===== config.mk =====
export PLATFORM = sky130hd
export DESIGN_NAME = tdfs_ctrl
export DESIGN_NICKNAME = d
export VERILOG_FILES = /design/src/rtl/tdfs_pkg.sv /design/src/rtl/tdfs_ctrl.sv
export SDC_FILE = /design/constraint.sdc
export NUM_CORES = 1
export LEC_CHECK = 0
export BUFFER_PORTS_ARGS = -buffer_cell sky130_fd_sc_hd__buf_2
export CAP_MARGIN = 30
export CORE_AREA = 2 2 39 41
export DETAILED_ROUTE_END_ITERATION = 10
export DIE_AREA = 0 0 41 43
export SYNTH_ARGS = -nofsm -noshare
export SYNTH_HDL_FRONTEND = slang
export SYNTH_SLANG_ARGS = --single-unit

===== constraint.sdc =====
create_clock -name clock -period 1.3 [get_ports clock]
set_input_delay 0.13 -clock clock [delete_from_list [all_inputs] [get_ports clock]]
set_output_delay 0.13 -clock clock [all_outputs]
set_load 0.1 [all_outputs]

===== src/rtl/tdfs_pkg.sv =====
// ============================================================================
// Table-driven FSM stepper package
// Types, result codes and character constants shared by the stepper modules.
// ============================================================================
package tdfs_pkg;

   localparam int STATE_W  = 16;
   localparam int SYMBOL_W = 8;

   localparam logic [SYMBOL_W-1:0] CHAR_UPPER_A = 8'h41;
   localparam logic [SYMBOL_W-1:0] CHAR_UPPER_Z = 8'h5A;
   localparam logic [SYMBOL_W-1:0] CHAR_LOWER_A = 8'h61;
   localparam logic [SYMBOL_W-1:0] CHAR_LOWER_Z = 8'h7A;

   // Operation codes of an input item.
   localparam logic OP_LOAD = 1'b0;
   localparam logic OP_STEP = 1'b1;

   // Result status codes.
   typedef enum logic [1:0] {
      ST_OK         = 2'd0,
      ST_NOT_LETTER = 2'd1,
      ST_NO_MATCH   = 2'd2,
      ST_FULL       = 2'd3
   } status_type;

   // One transition table entry.
   typedef struct packed {
      logic [STATE_W-1:0]  source;
      logic [SYMBOL_W-1:0] symbol;
      logic [STATE_W-1:0]  target;
   } entry_type;

   // Commands from the controller to the datapath.
   typedef struct packed {
      logic       capture;
      logic       write;
      logic       scan_start;
      logic       scan_next;
      logic       take_target;
      logic       publish;
      status_type status;
   } cmd_type;

   // Status from the datapath to the controller.
   typedef struct packed {
      logic is_step;
      logic letter;
      logic full;
      logic empty;
      logic match;
      logic last;
   } stat_type;

endpackage


===== src/rtl/tdfs_ctrl.sv =====
// ============================================================================
// Table-driven FSM stepper controller
// Sequences one item: decode, optional table scan, and result hand-off.
// ============================================================================
module tdfs_ctrl (
   input  logic               clock,
   input  logic               reset,
   input  logic               req_valid,
   output logic               req_stall,
   output logic               rsp_valid,
   input  logic               rsp_stall,
   input  tdfs_pkg::stat_type sts,
   output tdfs_pkg::cmd_type  cmd
);

   typedef enum logic [2:0] {
      S_IDLE,
      S_DECODE,
      S_FILL,
      S_SCAN,
      S_FINISH
   } ctrl_state_type;

   ctrl_state_type       state_ff;
   ctrl_state_type       state_in;
   tdfs_pkg::status_type status_ff;
   tdfs_pkg::status_type status_in;
   logic                 rsp_valid_ff;
   logic                 rsp_valid_in;

   always_comb begin
      cmd          = '0;
      state_in     = state_ff;
      status_in    = status_ff;
      rsp_valid_in = rsp_valid_ff && rsp_stall;
      case (state_ff)
         S_IDLE: begin
            if (req_valid) begin
               cmd.capture = 1'b1;
               state_in    = S_DECODE;
            end
         end
         S_DECODE: begin
            if (!sts.is_step) begin
               if (sts.full) begin
                  status_in = tdfs_pkg::ST_FULL;
               end else begin
                  cmd.write = 1'b1;
                  status_in = tdfs_pkg::ST_OK;
               end
               state_in = S_FINISH;
            end else if (!sts.letter) begin
               status_in = tdfs_pkg::ST_NOT_LETTER;
               state_in  = S_FINISH;
            end else if (sts.empty) begin
               status_in = tdfs_pkg::ST_NO_MATCH;
               state_in  = S_FINISH;
            end else begin
               cmd.scan_start = 1'b1;
               state_in       = S_FILL;
            end
         end
         S_FILL: begin
            cmd.scan_next = 1'b1;
            state_in      = S_SCAN;
         end
         S_SCAN: begin
            if (sts.match) begin
               cmd.take_target = 1'b1;
               status_in       = tdfs_pkg::ST_OK;
               state_in        = S_FINISH;
            end else if (sts.last) begin
               status_in = tdfs_pkg::ST_NO_MATCH;
               state_in  = S_FINISH;
            end else begin
               cmd.scan_next = 1'b1;
            end
         end
         S_FINISH: begin
            if (!rsp_valid_ff || !rsp_stall) begin
               cmd.publish  = 1'b1;
               rsp_valid_in = 1'b1;
               state_in     = S_IDLE;
            end
         end
         default: begin
            state_in = S_IDLE;
         end
      endcase
      cmd.status = status_ff;
   end

   always_ff @(posedge clock) begin
      if (reset) begin
         state_ff     <= S_IDLE;
         status_ff    <= tdfs_pkg::ST_OK;
         rsp_valid_ff <= 1'b0;
      end else begin
         state_ff     <= state_in;
         status_ff    <= status_in;
         rsp_valid_ff <= rsp_valid_in;
      end
   end

   assign req_stall = (state_ff != S_IDLE);
   assign rsp_valid = rsp_valid_ff;

endmodule


==> impl_metrics.py <==
metrics = {
    "synthesis": {
        "yosysTopAreaCell": "dfxtp_1",
        "synth_edf_count": 0,
        "ys.flop_type": "dfxtp_1",
        "muxShareOfSynthArea_pct": 2.76,
        "yosysSeqAreaShare_pct": 33.1,
        "synth_fa_ha_area_share_pct": 0,
        "synthSimpleGateAreaFrac_pct": 33.8,
        "synth_top_family_by_area": "simple AND/OR/NAND/NOR gates",
        "ys_types": 23,
        "yosysWarnings": 0,
        "synth_compound_area_share_pct": 25.2,
        "synth.avg_cell_area_um2": 8.44,
        "synth-xor-area-share_pct": 0,
        "syn_inst": 43,
        "synth.net_count": 53,
        "syn_area_um2": 363,
        "synth.top_cells.by_area": "dfxtp_1, a21oi_1, inv_1",
        "synth_most_common_cell": "dfxtp_1",
        "ys_ff_latch": 6,
        "synth_top_area_share_pct": 33.1,
        "synthArstFlopShare_pct": 0,
        "synth_common_cells": "dfxtp_1, inv_1, a21oi_1, nand2_1",
    },
    "finish": {
        "post-route-util_pct": 59.3,
        "multi_input_area_um2": 290,
        "layout.area.seq_um2": 126,
        "fillers": 115,
        "nets": 92,
        "synthToLayoutAreaGrowth_pct": 126,
        "stdcell_area_um2": 821,
        "num_antenna_cells": 0,
        "drive_above_1_share_pct": 75.0,
    },
    "cts": {
        "clk_latency_ns": 0.25,
        "cts-hold-fix-buffers": 0,
        "ctsLongestPathBuffers": 2,
        "tritoncts": "done",
        "root_buffer": "clkbuf_4",
        "clkSlewWorstSetupHoldPaths_ns": 0.05,
        "cts_made_buffers": 3,
        "htreeDepth": 1,
        "cts.sinks": 6,
    },
    "sta": {
        "worst_pin_slew_ns": 0.504,
        "timing.final.ws_setup_ns": -0.433,
        "max_freq_ghz": 0.577,
        "finClkSkew_ns": 0.00340,
        "setup_viol": 11,
        "rsz0062_at_grt": "yes",
        "holdWs_ns": 0.161,
        "relSlewSlack_pct": 66.6,
        "maxSlewViolCount": 0,
        "hold_viol": 0,
        "period_needed_ns": 1.73,
        "fin_crit_sh_pct": 133,
    },
    "drt": {
        "drtIter0Drc": 3,
        "first_pass_iters": 5,
        "drc_errors": 0,
        "avgViaCountPerCell": 5.11,
        "routed_wirelength_um": 1290,
        "wire_per_inst_um": 13.4,
        "vias": 491,
        "drtAntennaViolNets": 0,
    },
    "global_routing": {
        "antenna_found_initial": 0,
        "grt_pass1_wl_um": 1940,
        "first_global_vias": 478,
        "grtUsageTotal_pct": 16.9,
        "grt_start_max_net_pins": 9,
        "grt-ovfl-total": 0,
    },
    "worst_setup_path": {
        "cp.arrival_ns": 1.60,
        "cp.required_ns": 1.17,
        "critPathKind": "reg2out",
        "path_max_fanout": 2,
        "critPathLaunchType": "flop",
        "cp-end-kind": "output port",
    },
    "placed_design": {
        "post-place-ws_ns": -0.173,
        "hpwl_um": 852,
        "port_buffers": 19,
        "gp_congestion": 0.712,
        "dpl_cell_area_um2": 671,
    },
    "status": {
        "failed_checks": "setup timing",
        "outcome": "finished, violations left",
    },
    "die": {
        "die_w_um": 41,
        "initial_core_util_pct": 26.2,
        "ios": 20,
        "num_rows": 14,
        "dieHeight_um": 43,
        "core_area_um2": 1380,
        "fp.dieArea_um2": 1760,
    },
    "power_and_ir_drop": {
        "leakage_uw": 0.000349,
        "p_total_uw": 734,
        "ir_worst_vdd_uv": 474,
        "pwr_density_cell_nw_per_um2": 894,
    },
    "hold_path": {
        "hp-class": "in2reg",
    },
    "job": {
        "max-cap-violations": 0,
    },
}
-- kinds of logic after synthesis --
group	Yosys count
AO/OA/AOI/OAI	11
buffers and inverters	5
flip-flops	6
multiplexers	1
AND/OR/NAND/NOR	20
-- path summary, 6_finish.rpt --
| check | start | to | slack [ns] | cells past startpoint |
|---|---|---|---|---|
| min | reset | state_ff[1] | 0.16 | 2 |
| min reg2reg | status_ff[1] | status_ff[1] | 0.47 | 2 |
| max | state_ff[0] | cmd[5] | -0.43 | 4 |
| max reg2reg | state_ff[1] | status_ff[1] | -0.27 | 6 |
-- critical path, stage by stage (launching register included) --
cell and delay [ns]:
dfxtp_2 0.32, or3b_4 0.37, or3_4 0.40, clkinvlp_4 0.09
buf_12 0.16
-- per-layer routing --
layer | track usage, % | share of wire (%) | vias up
met5 | 0 | 0 | -
met2 | 24.4 | 53 | 24
met3 | 6.28 | 5.7 | 6
li1 | - | - | 234
met1 | 18.6 | 37 | 227
met4 | 14.0 | 4.1 | 0
-- cell usage in the layout (no fill, tap or decap), types with 2 or more instances in the layout --
cell type / instances
buf_12: 7
a2111oi_2: 2
nand2_1: 2
clkinvlp_4: 2
nand2b_1: 3
a21oi_1: 3
inv_1: 3
or3_4: 2
o21ai_0: 2
buf_2: 12
buf_6: 6
clkbuf_4: 3
nand2_2: 2
nor2_4: 2
dfxtp_2: 5
buf_4: 9
-- flip-flops by register name, indices dropped and copies added (netlist names) --
signal     cells
state_ff       3
status_ff      2
rsp_valid      1
-- power by group --
part | internal (uW) | switching, uW | leakage (uW) | total, uW
logic | 134 | 219 | 0.000284 | 353
registers | 198 | 8.33 | 0.0000511 | 207
clock network | 105 | 69.7 | 0.0000138 | 174
-- area by class of cell --
cell class / instances / area share [%]
tap: 16 / 2.44
timing repair buffer: 34 / 40.9
sequential: 6 / 15.4
multi-input combinational: 32 / 35.4
inverter: 5 / 3.20
clock buffer: 3 / 2.74
-- what timing repair did --
item                                    in CTS  in global routing
buffers inserted                             5                  4
endpoints found under the setup margin      10                 11
hold endpoints to repair                     0                  0
gates resized for setup                     16                  4
pin swaps                                    8                  3
-- metrics by stage --
| step | TNS (ns) | instances |
|---|---|---|
| floorplan | -1.13 | 43 |
| global placement | -0.389 | 85 |
| detailed placement | -0.459 | 85 |
| CTS | -2.46 | 93 |
| global route | -3.33 | 96 |
| finish | -2.77 | 96 |
Power figures use the tool's default switching activity.
